$ cat src/rtl/mtbs_pkg.sv
// Shared types, constants and helpers for the mip texel store and bilinear sampler.
// Used by mtbs_ctrl, mtbs_dpath and the top level.
package mtbs_pkg;

   localparam int MAX_DIM_LOG2 = 8;
   localparam int MAX_LEVELS   = 9;
   localparam int WEIGHT_BITS  = 8;
   localparam int MAX_DIM      = 1 << MAX_DIM_LOG2;
   localparam int DIM_W        = MAX_DIM_LOG2 + 1;
   localparam int IDX_W        = MAX_DIM_LOG2;
   localparam int TEX_DEPTH    = ((1 << (2 * (MAX_DIM_LOG2 + 1))) - 1) / 3;
   localparam int ADDR_W       = $clog2(TEX_DEPTH);
   localparam int LVL_W        = $clog2(MAX_LEVELS);
   localparam int WGT_W        = 2 * WEIGHT_BITS + 1;
   localparam int ACC_W        = WGT_W + 8;
   localparam int ROUND_SH     = 2 * WEIGHT_BITS - 8;

   localparam logic [1:0] OP_WRITE  = 2'd0;
   localparam logic [1:0] OP_READ   = 2'd1;
   localparam logic [1:0] OP_SAMPLE = 2'd2;
   localparam logic [1:0] OP_NONE   = 2'd3;

   localparam logic [1:0] REG_BASE_WIDTH   = 2'd0;
   localparam logic [1:0] REG_BASE_HEIGHT  = 2'd1;
   localparam logic [1:0] REG_LEVEL_COUNT  = 2'd2;
   localparam logic [1:0] REG_TEXEL_FORMAT = 2'd3;

   localparam logic [1:0] FMT_R8     = 2'd0;
   localparam logic [1:0] FMT_RG88   = 2'd1;
   localparam logic [1:0] FMT_RGB888 = 2'd2;

   typedef enum logic [2:0] {
      ST_CLEAR, ST_IDLE, ST_SETUP, ST_ACCESS, ST_FETCH, ST_DRAIN, ST_FINISH
   } state_type;

   typedef struct packed {
      logic       clear_init;
      logic       clear_step;
      logic       capture;
      logic       setup;
      logic       access;
      logic       fetch;
      logic [1:0] corner;
      logic       finish;
   } cmd_type;

   typedef struct packed {
      logic       clear_last;
      logic       bad;
      logic [1:0] op;
      logic       out_busy;
   } stat_type;

   typedef struct packed {
      logic [IDX_W-1:0]       i0;
      logic [IDX_W-1:0]       i1;
      logic [WEIGHT_BITS-1:0] frac;
   } axis_type;

   function automatic logic [DIM_W-1:0] clamp_dim(input logic [DIM_W-1:0] v);
      logic [DIM_W-1:0] r;
      r = v;
      if (v == '0) r = DIM_W'(1);
      else if (v > DIM_W'(MAX_DIM)) r = DIM_W'(MAX_DIM);
      return r;
   endfunction

   function automatic logic [3:0] clamp_levels(input logic [3:0] v);
      logic [3:0] r;
      r = v;
      if (v == '0) r = 4'd1;
      else if (v > 4'(MAX_LEVELS)) r = 4'(MAX_LEVELS);
      return r;
   endfunction

   // sample point coord*size - 0.5, biased by one texel to stay non-negative
   function automatic axis_type axis_setup(input logic [15:0] coord,
                                           input logic [DIM_W-1:0] size);
      logic [DIM_W+16:0]  q;
      logic [DIM_W:0]     top;
      axis_type           r;
      q      = (DIM_W+17)'(coord) * (DIM_W+17)'(size) + (DIM_W+17)'(32768);
      top    = q[DIM_W+16:16];
      r.frac = q[15:16-WEIGHT_BITS];
      r.i0   = (top == '0) ? IDX_W'(size - DIM_W'(1)) : IDX_W'(top - (DIM_W+1)'(1));
      r.i1   = (top >= (DIM_W+1)'(size)) ? '0 : IDX_W'(top);
      return r;
   endfunction

endpackage

$ cat src/rtl/mtbs_ctrl.sv
// Controller state machine: clearing pass, item sequencing, corner fetch order.
// Depends on mtbs_pkg; drives mtbs_dpath through cmd_type, watches stat_type.
module mtbs_ctrl
   import mtbs_pkg::*;
(
   input  logic     clock,
   input  logic     reset,
   input  logic     req_fire,
   input  logic     csr_fire,
   input  stat_type stat,
   output cmd_type  cmd,
   output logic     req_ready,
   output logic     csr_ready
);

   state_type  state_ff, state_in;
   logic [1:0] corner_ff, corner_in;

   always_ff @(posedge clock) begin
      if (reset) begin
         state_ff  <= ST_CLEAR;
         corner_ff <= '0;
      end else begin
         state_ff  <= state_in;
         corner_ff <= corner_in;
      end
   end

   always_comb begin
      state_in   = state_ff;
      corner_in  = corner_ff;
      cmd        = '0;
      cmd.corner = corner_ff;
      req_ready  = 1'b0;
      csr_ready  = (state_ff == ST_IDLE) || (state_ff == ST_CLEAR);
      case (state_ff)
         ST_CLEAR: begin
            cmd.clear_step = 1'b1;
            if (stat.clear_last) state_in = ST_IDLE;
         end
         ST_IDLE: begin
            req_ready = !csr_fire;
            if (req_fire) begin
               cmd.capture = 1'b1;
               state_in    = ST_SETUP;
            end
         end
         ST_SETUP: begin
            cmd.setup = 1'b1;
            if (stat.bad) state_in = ST_FINISH;
            else if (stat.op == OP_SAMPLE) begin
               state_in  = ST_FETCH;
               corner_in = '0;
            end else state_in = ST_ACCESS;
         end
         ST_ACCESS: begin
            cmd.access = 1'b1;
            state_in   = ST_FINISH;
         end
         ST_FETCH: begin
            cmd.fetch = 1'b1;
            if (corner_ff == 2'd3) state_in = ST_DRAIN;
            else corner_in = corner_ff + 2'd1;
         end
         ST_DRAIN: state_in = ST_FINISH;
         ST_FINISH: begin
            if (!stat.out_busy) begin
               cmd.finish = 1'b1;
               state_in   = ST_IDLE;
            end
         end
         default: state_in = ST_CLEAR;
      endcase
      if (csr_fire) begin
         cmd            = '0;
         cmd.clear_init = 1'b1;
         state_in       = ST_CLEAR;
      end
   end

   a_csr_restarts_clear: assert property (@(posedge clock) disable iff (reset)
      csr_fire |=> state_ff == ST_CLEAR)
      else $error("register write did not restart clearing");

   a_drain_after_last_corner: assert property (@(posedge clock) disable iff (reset)
      state_ff == ST_DRAIN |-> $past(state_ff) == ST_FETCH && $past(corner_ff) == 2'd3)
      else $error("drain without four corner fetches");

   a_finish_needs_free_output: assert property (@(posedge clock) disable iff (reset)
      cmd.finish |-> !stat.out_busy)
      else $error("result loaded over a waiting word");

endmodule

$ cat config.mk
export PLATFORM = sky130hd
export DESIGN_NAME = mtbs_ctrl
export DESIGN_NICKNAME = d
export VERILOG_FILES = /design/src/rtl/mtbs_pkg.sv /design/src/rtl/mtbs_ctrl.sv
export SDC_FILE = /design/constraint.sdc
export NUM_CORES = 1
export LEC_CHECK = 0
export BUFFER_PORTS_ARGS = -buffer_cell sky130_fd_sc_hd__buf_2
export CELL_PAD_IN_SITES_DETAIL_PLACEMENT = 1
export CELL_PAD_IN_SITES_GLOBAL_PLACEMENT = 2
export CORE_MARGIN = 2
export CORE_UTILIZATION = 20
export DETAILED_ROUTE_END_ITERATION = 8
export PLACE_DENSITY = 0.81
export SLEW_MARGIN = 10
export SYNTH_ARGS = -nofsm -noshare
export SYNTH_HDL_FRONTEND = slang
export SYNTH_SLANG_ARGS = --single-unit
$ cat constraint.sdc
create_clock -name clock -period 1.2 [get_ports clock]
set_input_delay 0.12 -clock clock [delete_from_list [all_inputs] [get_ports clock]]
set_output_delay 0.12 -clock clock [all_outputs]
set_load 0.01 [all_outputs]
==> qor.yml, run 1 <==
cells_and_area:
  nFillCells: 242
  drive_above_1_share: 0.678
  syn2layout_area_growth_pct: 101
  insertedDiodeCount: 0
  postLayoutCoreUtil: 0.419
  nets: 98
drt:
  vias_per_cell: 4.61
  wl_um: 1670
  via_count: 526
  firstDrtPassIters: 4
  route.detailed.drc: 0
  wl_per_cell_um: 14.6
  drt_iter0_drc: 4
  postRouteAntennaNets: 0
sta:
  maxSlewViolCount: 0
  rsz0062_at_grt: "yes"
  finalSetupViolations: 7
  fin_skew_ns: 0.00321
  hold_violations: 0
  fmax_mhz: 753
  relSlewSlack: 0.803
  final.min_clock_period_ns: 1.33
  fin_crit_sh: 1.11
  tightestPinTransition_ns: 0.294
  layout_setup_ws_ns: -0.128
pwr:
  combPwrFrac: 0.230
  p_clk_frac: 0.417
  leakage_nw: 0.337
  p_sw_mw: 0.138
  power_density_nw_per_um2: 592
  seqPwrFrac: 0.353
  p_int_mw: 0.344
  peakVddDrop_mv: 0.430
  switching_share: 0.287
yosys:
  syn_inst: 50
  ys_seq_area_frac: 0.248
  ys_ff_latch: 5
  netlist_area_um2: 404
  syn_area_per_cell_um2: 8.08
  yosysWarnings: 0
  yosysUniqueCellTypes: 26
  synth_nets: 60
clock_network:
  clk_pin_slew_ns: 0.05
  clockBufferDepth: 2
  root_buffer: "clkbuf_4"
  cts_tree: "built"
  cts_buffers: 3
  cts_sinks: 5
  worst_skew_pair.late_latency_ns: 0.24
  htreeDepth: 1
floorplanning:
  ios: 20
  fp-row-count: 16
  core_um2: 1940
  initial_core_util: 0.208
  die_w_um: 49.0
  die_h_um: 49.0
  dieArea_um2: 2400
place:
  hpwl_um: 944
  place.gp.congestion: 0.667
  dpl_worst_slack_ns: -0.114
  io_buffers: 19
setup_path:
  critPathLaunchType: "flop"
  cp_slowest_stage_delay_ns: 0.32
  crit_buf_inv: 1
  cp_max_fo: 3
  crit_slowest_cell: "dfxtp_2"
  worstSetupPathType: "flop to primary output"
  worstSetupEndpointType: "primary output"
  cpLargestDelayFamily: "simple AND/OR/NAND/NOR gates"
  worstPathArrival_ns: 1.21
  cp_cell_sequence: "nand2b_2, nor3_4, and2_1, buf_2"
  critPathRequiredTime_ns: 1.08
flow_run:
  drv_cap: 0
hold_path:
  hold_path.class: "primary input to flop"
global_route:
  met2_usage: 0.251
  use_met3: 0.0123
  grt_usage: 0.130
  grtUsageMet1: 0.143
  grt_pass1_vias: 519
  overflow: 0
  grt_pass1_wl_um: 2410
  grt_max_degree: 8
  antenna_found_initial: 0
  top_usage_layer: "met2"
run_status:
  violations: "negative setup slack"
  run_status: "finished with violations"
-- power by group through the flow --
stage	registers, mW	clock network, mW	logic [mW]
after floorplan	0.175	0	0.0349
after global placement	0.177	0	0.0707
after detailed placement	0.177	0	0.0724
after CTS	0.169	0.194	0.0958
after global routing	0.171	0.212	0.119
final	0.170	0.201	0.111
-- cells in the final DEF (no fill, tap or decap), drive strengths merged, types with 3 or more instances in the layout --
cell type  count
buf           35
clkbuf         3
dfxtp          5
nand2b         9
nor2           8
nor3           4
nor4b          3
o21ai          3
-- cells by family (layout without fill, tap and decap cells) --
family          Yosys count  after routing  synth area share
simple gates             30             30             0.455
compound gates           11             11             0.211
flops                     5              5             0.248
buf+inv                   3             40            0.0557
fa+ha+maj                 1              1            0.0310
-- through the flow --
stage / instance area [um2] / hold WS [ns] / TNS, ns / total power [mW] / instances
4_1_cts: 709 / 0.150 / -0.551 / 0.459 / 113
3_3_place_gp: 574 / 0.391 / -0.115 / 0.247 / 102
3_5_place_dp: 574 / 0.408 / -0.212 / 0.249 / 102
6_report: 813 / 0.173 / -0.626 / 0.482 / 114
2_1_floorplan: 404 / 0.189 / 0 / 0.210 / 50
5_1_grt: 813 / 0.178 / -1.08 / 0.502 / 114
-- final timing paths --
path	startpoint	to	slack [ns]	depth (start not counted)
setup / recovery	state_ff[2]	cmd[6]	-0.13	4
setup reg to reg	state_ff[2]	state_ff[0]	-0.11	3
hold reg to reg	corner_ff[1]	corner_ff[1]	0.61	2
hold / removal	reset	state_ff[0]	0.17	2
-- synth_stat cells (all sizes together) --
cell type	instances	area, um2
a2111oi	1	15.0
a21boi	1	7.51
a21o	1	7.51
a21oi	1	5.00
a31o	1	8.76
and2	1	6.26
buf	2	18.8
dfxtp	5	100
ha	1	12.5
inv	1	3.75
nand2	1	3.75
nand2b	9	56.3
nand3b	1	7.51
nor2	8	30.0
nor2b	1	6.26
nor3	4	20.0
nor4b	3	38.8
o21a	1	7.51
o21ai	3	15.0
o32a	1	10.0
o41ai	1	8.76
or2	1	6.26
or3b	1	8.76
-- sequential cells by signal, indices dropped and copies added (netlist names) --
signal     cells
state_ff       3
corner_ff      2
-- final cells by class --
class / instances / area, um2 / area share
inverter: 1 / 3.75 / 0.00462
clock buffer: 3 / 22.5 / 0.0277
sequential: 5 / 109 / 0.134
clock inverter: 1 / 5.00 / 0.00615
multi-input combinational: 42 / 395 / 0.486
timing repair buffer: 35 / 244 / 0.300
tap: 27 / 33.8 / 0.0415
-- per-layer routing --
layer / part of all wire / vias up / routed length, um
met3: 0.036 / 6 / 60
met4: 0.019 / 0 / 31
li1: - / 256 / -
met1: 0.35 / 247 / 591
met2: 0.59 / 17 / 986
met5: 0 / - / 0
-- repair_timing --
| item | CTS | global route |
|---|---|---|
| hold buffers | 0 | 0 |
| gates resized for setup | 14 | 19 |
| setup buffers | 8 | 1 |
| pin swaps | 6 | 6 |
| hold endpoints to repair | 0 | 0 |
| endpoints found under the setup margin | 12 | 13 |
(Power assumes the default switching activity.)
==> run 2: changes to the inputs <==
--- a/config.mk
+++ b/config.mk
@@ -8,7 +8,6 @@
 export BUFFER_PORTS_ARGS = -buffer_cell sky130_fd_sc_hd__buf_2
 export CELL_PAD_IN_SITES_DETAIL_PLACEMENT = 1
 export CELL_PAD_IN_SITES_GLOBAL_PLACEMENT = 2
-export CORE_MARGIN = 2
 export CORE_UTILIZATION = 20
 export DETAILED_ROUTE_END_ITERATION = 8
 export PLACE_DENSITY = 0.81
==> constraint.sdc (replaced) <==
create_clock -name clock -period 1.2 [get_ports clock]
set_input_delay 0.18 -clock clock [delete_from_list [all_inputs] [get_ports clock]]
set_output_delay 0.18 -clock clock [all_outputs]
set_load 0.01 [all_outputs]
==> run 2 against run 1 <==
Effect of this change: the run still ends with negative setup slack left; clock skew barely moved; total power shrank 4.7%; global-route usage grew 0.98 points; critical endpoint unchanged; critical path depth unchanged; cell count is 5.3% lower; register-to-register slack better by 0.02 ns.
==> qor.yml, run 2 (synthesis gave the netlist of run 1 again) <==
clock_network:
  cts_sinks: 5  # unchanged
  clk_pin_slew_ns: 0.05  # about the same
  cts_tree: "built"
  htreeDepth: 1  # unchanged
  worst_skew_pair.late_latency_ns: 0.24  # about the same
  clockBufferDepth: 2  # unchanged
  holdBufCountCts: 0  # unchanged
  cts_buffers: 3  # unchanged
  root_buffer: "clkbuf_4"
sta:
  fin_crit_sh: 1.11  # about the same
  setup_tns_ns: -0.750  # -0.124 ns
  finalSetupViolations: 10  # +3
  tightestPinTransition_ns: 0.356  # +0.0617 ns
  fmax_mhz: 753  # about the same
  final.min_clock_period_ns: 1.33  # -0.0000510 ns
  hold_violations: 0  # unchanged
  relSlewSlack: 0.759  # -0.0437
  fin_skew_ns: 0.00342  # +0.000215 ns
  maxSlewViolCount: 0  # unchanged
  layout_setup_ws_ns: -0.128  # +0.0000510 ns
  rsz0062_at_grt: "yes"
setup_path:
  reg2reg_to: "state_ff[0]"
  cp_cell_sequence: "buf_6, nor3_4, and2_1, buf_2"
  r2r_slack_ns: -0.09  # +0.02 ns
  reg2reg_depth: 3  # unchanged
  cp_max_fo: 6  # +3
  cp_slowest_stage_delay_ns: 0.36  # +0.04 ns
  critPathLaunchType: "flop"
  r2r_start: "state_ff[2]"
  critPathRequiredTime_ns: 1.02  # -0.06 ns
  worstSetupPathType: "flop to primary output"
  crit_slowest_cell: "dfxtp_4"
  worstPathArrival_ns: 1.15  # -0.06 ns
  worstSetupEndpointType: "primary output"
pwr:
  leakage_nw: 0.311  # -7.6%
  power_density_nw_per_um2: 621  # +4.8%
  peakVddDrop_mv: 0.312  # -27%
cells_and_area:
  final_cell_mix: "buf_2, buf_4, nor2_1"
  regMostFlops: "state_ff"
  postLayoutCoreUtil: 0.410  # -0.00840
  reg_top3: "state_ff (3), corner_ff (2)"
  syn2layout_area_growth_pct: 83.0
  drive_above_1_share: 0.663  # -0.0155
  design_area_um2: 739  # -9.1%
  largest_reg_flops: 3  # unchanged
  nets: 94  # -4.1%
  insertedDiodeCount: 0  # unchanged
  final_common_cell: "buf_2"
drt:
  wl_per_cell_um: 12.2  # -16%
  via_count: 491  # -6.7%
  wl_um: 1320  # -21%
  vias_per_cell: 4.55  # -1.5%
  postRouteAntennaNets: 0  # unchanged
  route.detailed.drc: 0  # unchanged
  drt_iter0_drc: 7  # +3
  firstDrtPassIters: 3  # -1
global_route:
  overflow: 0  # unchanged
  grt_usage: 0.140  # +0.00978
  grt_pass1_vias: 462  # -11%
  antenna_found_initial: 0  # unchanged
  grt_max_degree: 8  # unchanged
  grt_pass1_wl_um: 2060  # -15%
floorplanning:
  core_um2: 1800  # -7.2%
  ios: 20  # unchanged
  initial_core_util: 0.224  # +0.0162
  fp-row-count: 15  # -1
  die_w_um: 47.0  # -4.1%
  die_h_um: 47.0  # -4.1%
  dieArea_um2: 2200  # -8.0%
place:
  hpwl_um: 992  # +5.0%
  place.gp.congestion: 0.716  # +7.4%
  io_buffers: 19  # unchanged
  place_area_um2: 584  # +1.7%
hold_path:
  worstHoldEndpoint: "state_ff[0]"
  min_path_cells: 2  # unchanged
  hp-start: "csr_fire"
  hold_path.class: "primary input to flop"
run_status:
  run_status: "finished with violations"
  violations: "negative setup slack"
flow_run:
  drv_cap: 0  # unchanged
[run 2: cell types whose count changed in the layout (fill, tap and decap cells not counted), moves of 2 or more]
cell     delta
buf_6       -4
dfxtp_1     -2
o21ai_0     +2
o21ai_1     -2
[run 2: repair_timing]
action | in CTS | in global routing
cloned | 0 | 0
setup endpoints to repair | 12 | 12
buffers inserted | 3 | 0
resized for setup | 18 | 7
pin swaps | 4 | 6
[run 2: how the worst max path moves through the flow]
stage / startpoint / cells past startpoint / slack [ns] / to
2_1_floorplan: state_ff[1] / 3 / 0.02 / state_ff[0]
3_3_place_gp: state_ff[2] / 3 / -0.05 / corner_ff[1]
3_5_place_dp: corner_ff[0] / 5 / -0.08 / corner_ff[0]
4_1_cts: state_ff[1] / 4 / -0.13 / cmd[6]
5_1_grt: state_ff[1] / 4 / -0.21 / cmd[6]
6_report: state_ff[1] / 4 / -0.13 / cmd[6]
[run 2: power breakdown]
group	switching (mW)	internal, mW
logic	0.0453	0.0446
clock network	0.0739	0.126
registers	0.00501	0.164
[run 2: area by class of cell]
| cell class | instances | area, um2 |
|---|---|---|
| timing repair buffer | 31 | 196 |
| clock buffer | 4 | 26.3 |
| multi-input combinational | 42 | 368 |
| tap | 25 | 31.3 |
| fill | 240 | 1060 |
| inverter | 1 | 3.75 |
| sequential | 5 | 114 |
[run 2: stage by stage]
step / setup WS (ns) / instances / power [mW] / hold WS, ns
5_1_grt: -0.206 / 108 / 0.504 / 0.184
6_report: -0.128 / 108 / 0.459 / 0.199
3_3_place_gp: -0.0459 / 101 / 0.249 / 0.434
2_1_floorplan: 0.0203 / 50 / 0.211 / 0.249
3_5_place_dp: -0.0797 / 101 / 0.250 / 0.432
4_1_cts: -0.125 / 108 / 0.460 / 0.188
[run 2: metal layers]
layer	global-route usage	routed length [um]
met1	0.164	620
met2	0.231	666
met3	0.0462	35
met4	0.0686	0
met5	0	0
[run 2: worst max-delay path, delay by kind of cell, from the launching register on]
| kind | cells | cell delay (ns) |
|---|---|---|
| flops | 1 | 0.36 |
| buf+inv | 2 | 0.24 |
| simple gates | 2 | 0.31 |
==> run 3: changes to the inputs <==
--- a/config.mk
+++ b/config.mk
@@ -10,7 +10,7 @@
 export CELL_PAD_IN_SITES_GLOBAL_PLACEMENT = 2
 export CORE_UTILIZATION = 20
 export DETAILED_ROUTE_END_ITERATION = 8
-export PLACE_DENSITY = 0.81
+export PLACE_DENSITY = 0.79
 export SLEW_MARGIN = 10
 export SYNTH_ARGS = -nofsm -noshare
 export SYNTH_HDL_FRONTEND = slang
==> run 3 against run 2 <==
Effect of this change: the run still ends with negative setup slack left; first-iteration DRC count fell by 71%; critical path depth fell by 1; routed wire length is 4.0% higher; utilization shrank 1.3 points; non-clock buffer count unchanged; setup slack better by 0.0079 ns; sequential power barely moved; flip-flop and latch count did not move; clock skew fell by 0.0033 ns; die area is the same; clock power barely moved; combinational power is 8.0% higher; largest power group unchanged.
==> qor.yml, run 3 (synthesis gave the netlist of run 1 again) <==
run_status:
  run_status: "finished with violations"
  violations: "negative setup slack"
clock_network:
  cts_buffers: 3  # unchanged
  htreeDepth: 1  # unchanged
  root_buffer: "clkbuf_4"
  clk_pin_slew_ns: 0.05  # about the same
  cts_tree: "built"
  holdBufCountCts: 0  # unchanged
  worst_skew_pair.late_latency_ns: 0.24  # about the same
  cts_sinks: 5  # unchanged
  clockBufferDepth: 2  # unchanged
sta:
  maxSlewViolCount: 0  # unchanged
  tightestPinTransition_ns: 0.280  # -0.0762 ns
  final.min_clock_period_ns: 1.32  # -0.00786 ns
  rsz0062_at_grt: "yes"
  fmax_mhz: 758  # +0.60%
  fin_hold_ws_ns: 0.205  # +0.00688 ns
  layout_setup_ws_ns: -0.120  # +0.00786 ns
  fin_skew_ns: 0.0000920  # -0.00333 ns
  hold_violations: 0  # unchanged
  relSlewSlack: 0.811  # +0.0515
  fin_crit_sh: 1.10  # -0.00655
  setup_tns_ns: -0.633  # +0.116 ns
  finalSetupViolations: 9  # -1
cells_and_area:
  regMostFlops: "state_ff"
  final_common_cell: "buf_2"
  final_cell_mix: "buf_2, buf_4, nor2_1, nand2b_1, buf_6"
  syn2layout_area_growth_pct: 77.1
  largest_reg_flops: 3  # unchanged
  nets: 94  # unchanged
  insertedDiodeCount: 0  # unchanged
  drive_above_1_share: 0.590  # -0.0723
  reg_top3: "state_ff (3), corner_ff (2)"
pwr:
  power_density_nw_per_um2: 650  # +4.8%
  p_sw_mw: 0.124  # about the same
  seqPwrFrac: 0.369  # about the same
  peakVddDrop_mv: 0.292  # -6.3%
  leakage_nw: 0.300  # -3.5%
  p_clk_frac: 0.423  # -0.013
  p_total_mw: 0.465  # +1.4%
  switching_share: 0.267  # -0.00388
  p_int_mw: 0.341  # +1.9%
  combPwrFrac: 0.209  # +0.013
drt:
  firstDrtPassIters: 2  # -1
  route.detailed.drc: 0  # unchanged
  via_count: 486  # -1.0%
  postRouteAntennaNets: 0  # unchanged
  drt_iter0_drc: 2  # -5
  vias_per_cell: 4.50  # -1.0%
  wl_per_cell_um: 12.7  # +4.0%
  wl_um: 1380  # +4.0%
global_route:
  grt_max_degree: 10  # +2
  met2_usage: 0.267  # +0.0361
  grt_pass1_wl_um: 2050  # -0.34%
  grt_pass1_vias: 502  # +8.7%
  grtUsageMet1: 0.136  # -0.0276
  use_met3: 0.0231  # -0.0231
  overflow: 0  # unchanged
  grt_usage: 0.136  # -0.00394
  antenna_found_initial: 0  # unchanged
  top_usage_layer: "met2"
setup_path:
  worstPathArrival_ns: 1.14  # about the same
  cp_max_fo: 5  # -1
  worstSetupPathType: "flop to primary output"
  critPathLaunchType: "flop"
  critPathRequiredTime_ns: 1.02  # about the same
  worstSetupEndpointType: "primary output"
floorplanning:
  fp-row-count: 15  # unchanged
  core_um2: 1800  # unchanged
  dieArea_um2: 2200  # unchanged
  die_h_um: 47.0  # unchanged
  die_w_um: 47.0  # unchanged
  ios: 20  # unchanged
  initial_core_util: 0.224  # unchanged
hold_path:
  hold_path.class: "primary input to flop"
flow_run:
  drv_cap: 0  # unchanged
place:
  place.gp.congestion: 0.689  # -3.8%
  hpwl_um: 1040  # +5.3%
  io_buffers: 19  # unchanged
==> run 3: path summary, 6_finish.rpt <==
| kind | startpoint | endpoint | slack [ns] | cells after the start |
|---|---|---|---|---|
| max reg2reg | state_ff[0] | state_ff[0] | -0.03 | 3 |
| min | reset | state_ff[0] | 0.21 | 2 |
| max | state_ff[0] | cmd[7] | -0.12 | 3 |
| min reg2reg | corner_ff[1] | corner_ff[1] | 0.51 | 2 |
==> run 3: metrics by stage <==
stage / util / instance area [um2] / setup WS (ns) / std cells
finish: 0.397 / 716 / -0.120 / 108
global route: 0.397 / 716 / -0.168 / 108
floorplan: - / 409 / 0.0203 / 50
global placement: 0.320 / 577 / -0.0333 / 100
detailed placement: 0.320 / 577 / -0.0763 / 100
CTS: 0.378 / 682 / -0.104 / 107
==> run 3: cell type report <==
type / count / area, um2
multi-input combinational: 42 / 343
fill: 233 / 1090
clock buffer: 4 / 26.3
sequential: 5 / 109
inverter: 1 / 3.75
tap: 25 / 31.3
timing repair buffer: 31 / 203
==> run 3: worst max-delay path: stages (launching register included) <==
cell     delay, ns
dfxtp_4       0.36
or2_4         0.28
nor3_2        0.10
buf_2         0.15
==> run 3: per-layer routing <==
metal	share of wire	routed length [um]
met1	0.41	567
met2	0.57	778
met3	0.020	28
met4	0	0
met5	0	0
==> run 3: repair_timing <==
item / in CTS / in global routing
resized for setup: 14 / 5
setup buffers: 3 / 1
setup endpoints to repair: 13 / 11
pin swaps: 4 / 1
==> run 3: power by group through the flow <==
stage | Combinational (mW) | Clock (mW) | Sequential [mW]
3_5_place_dp | 0.0778 | 0 | 0.176
5_1_grt | 0.105 | 0.215 | 0.172
2_1_floorplan | 0.0354 | 0 | 0.175
4_1_cts | 0.0923 | 0.204 | 0.171
6_report | 0.0971 | 0.197 | 0.172
3_3_place_gp | 0.0752 | 0 | 0.175
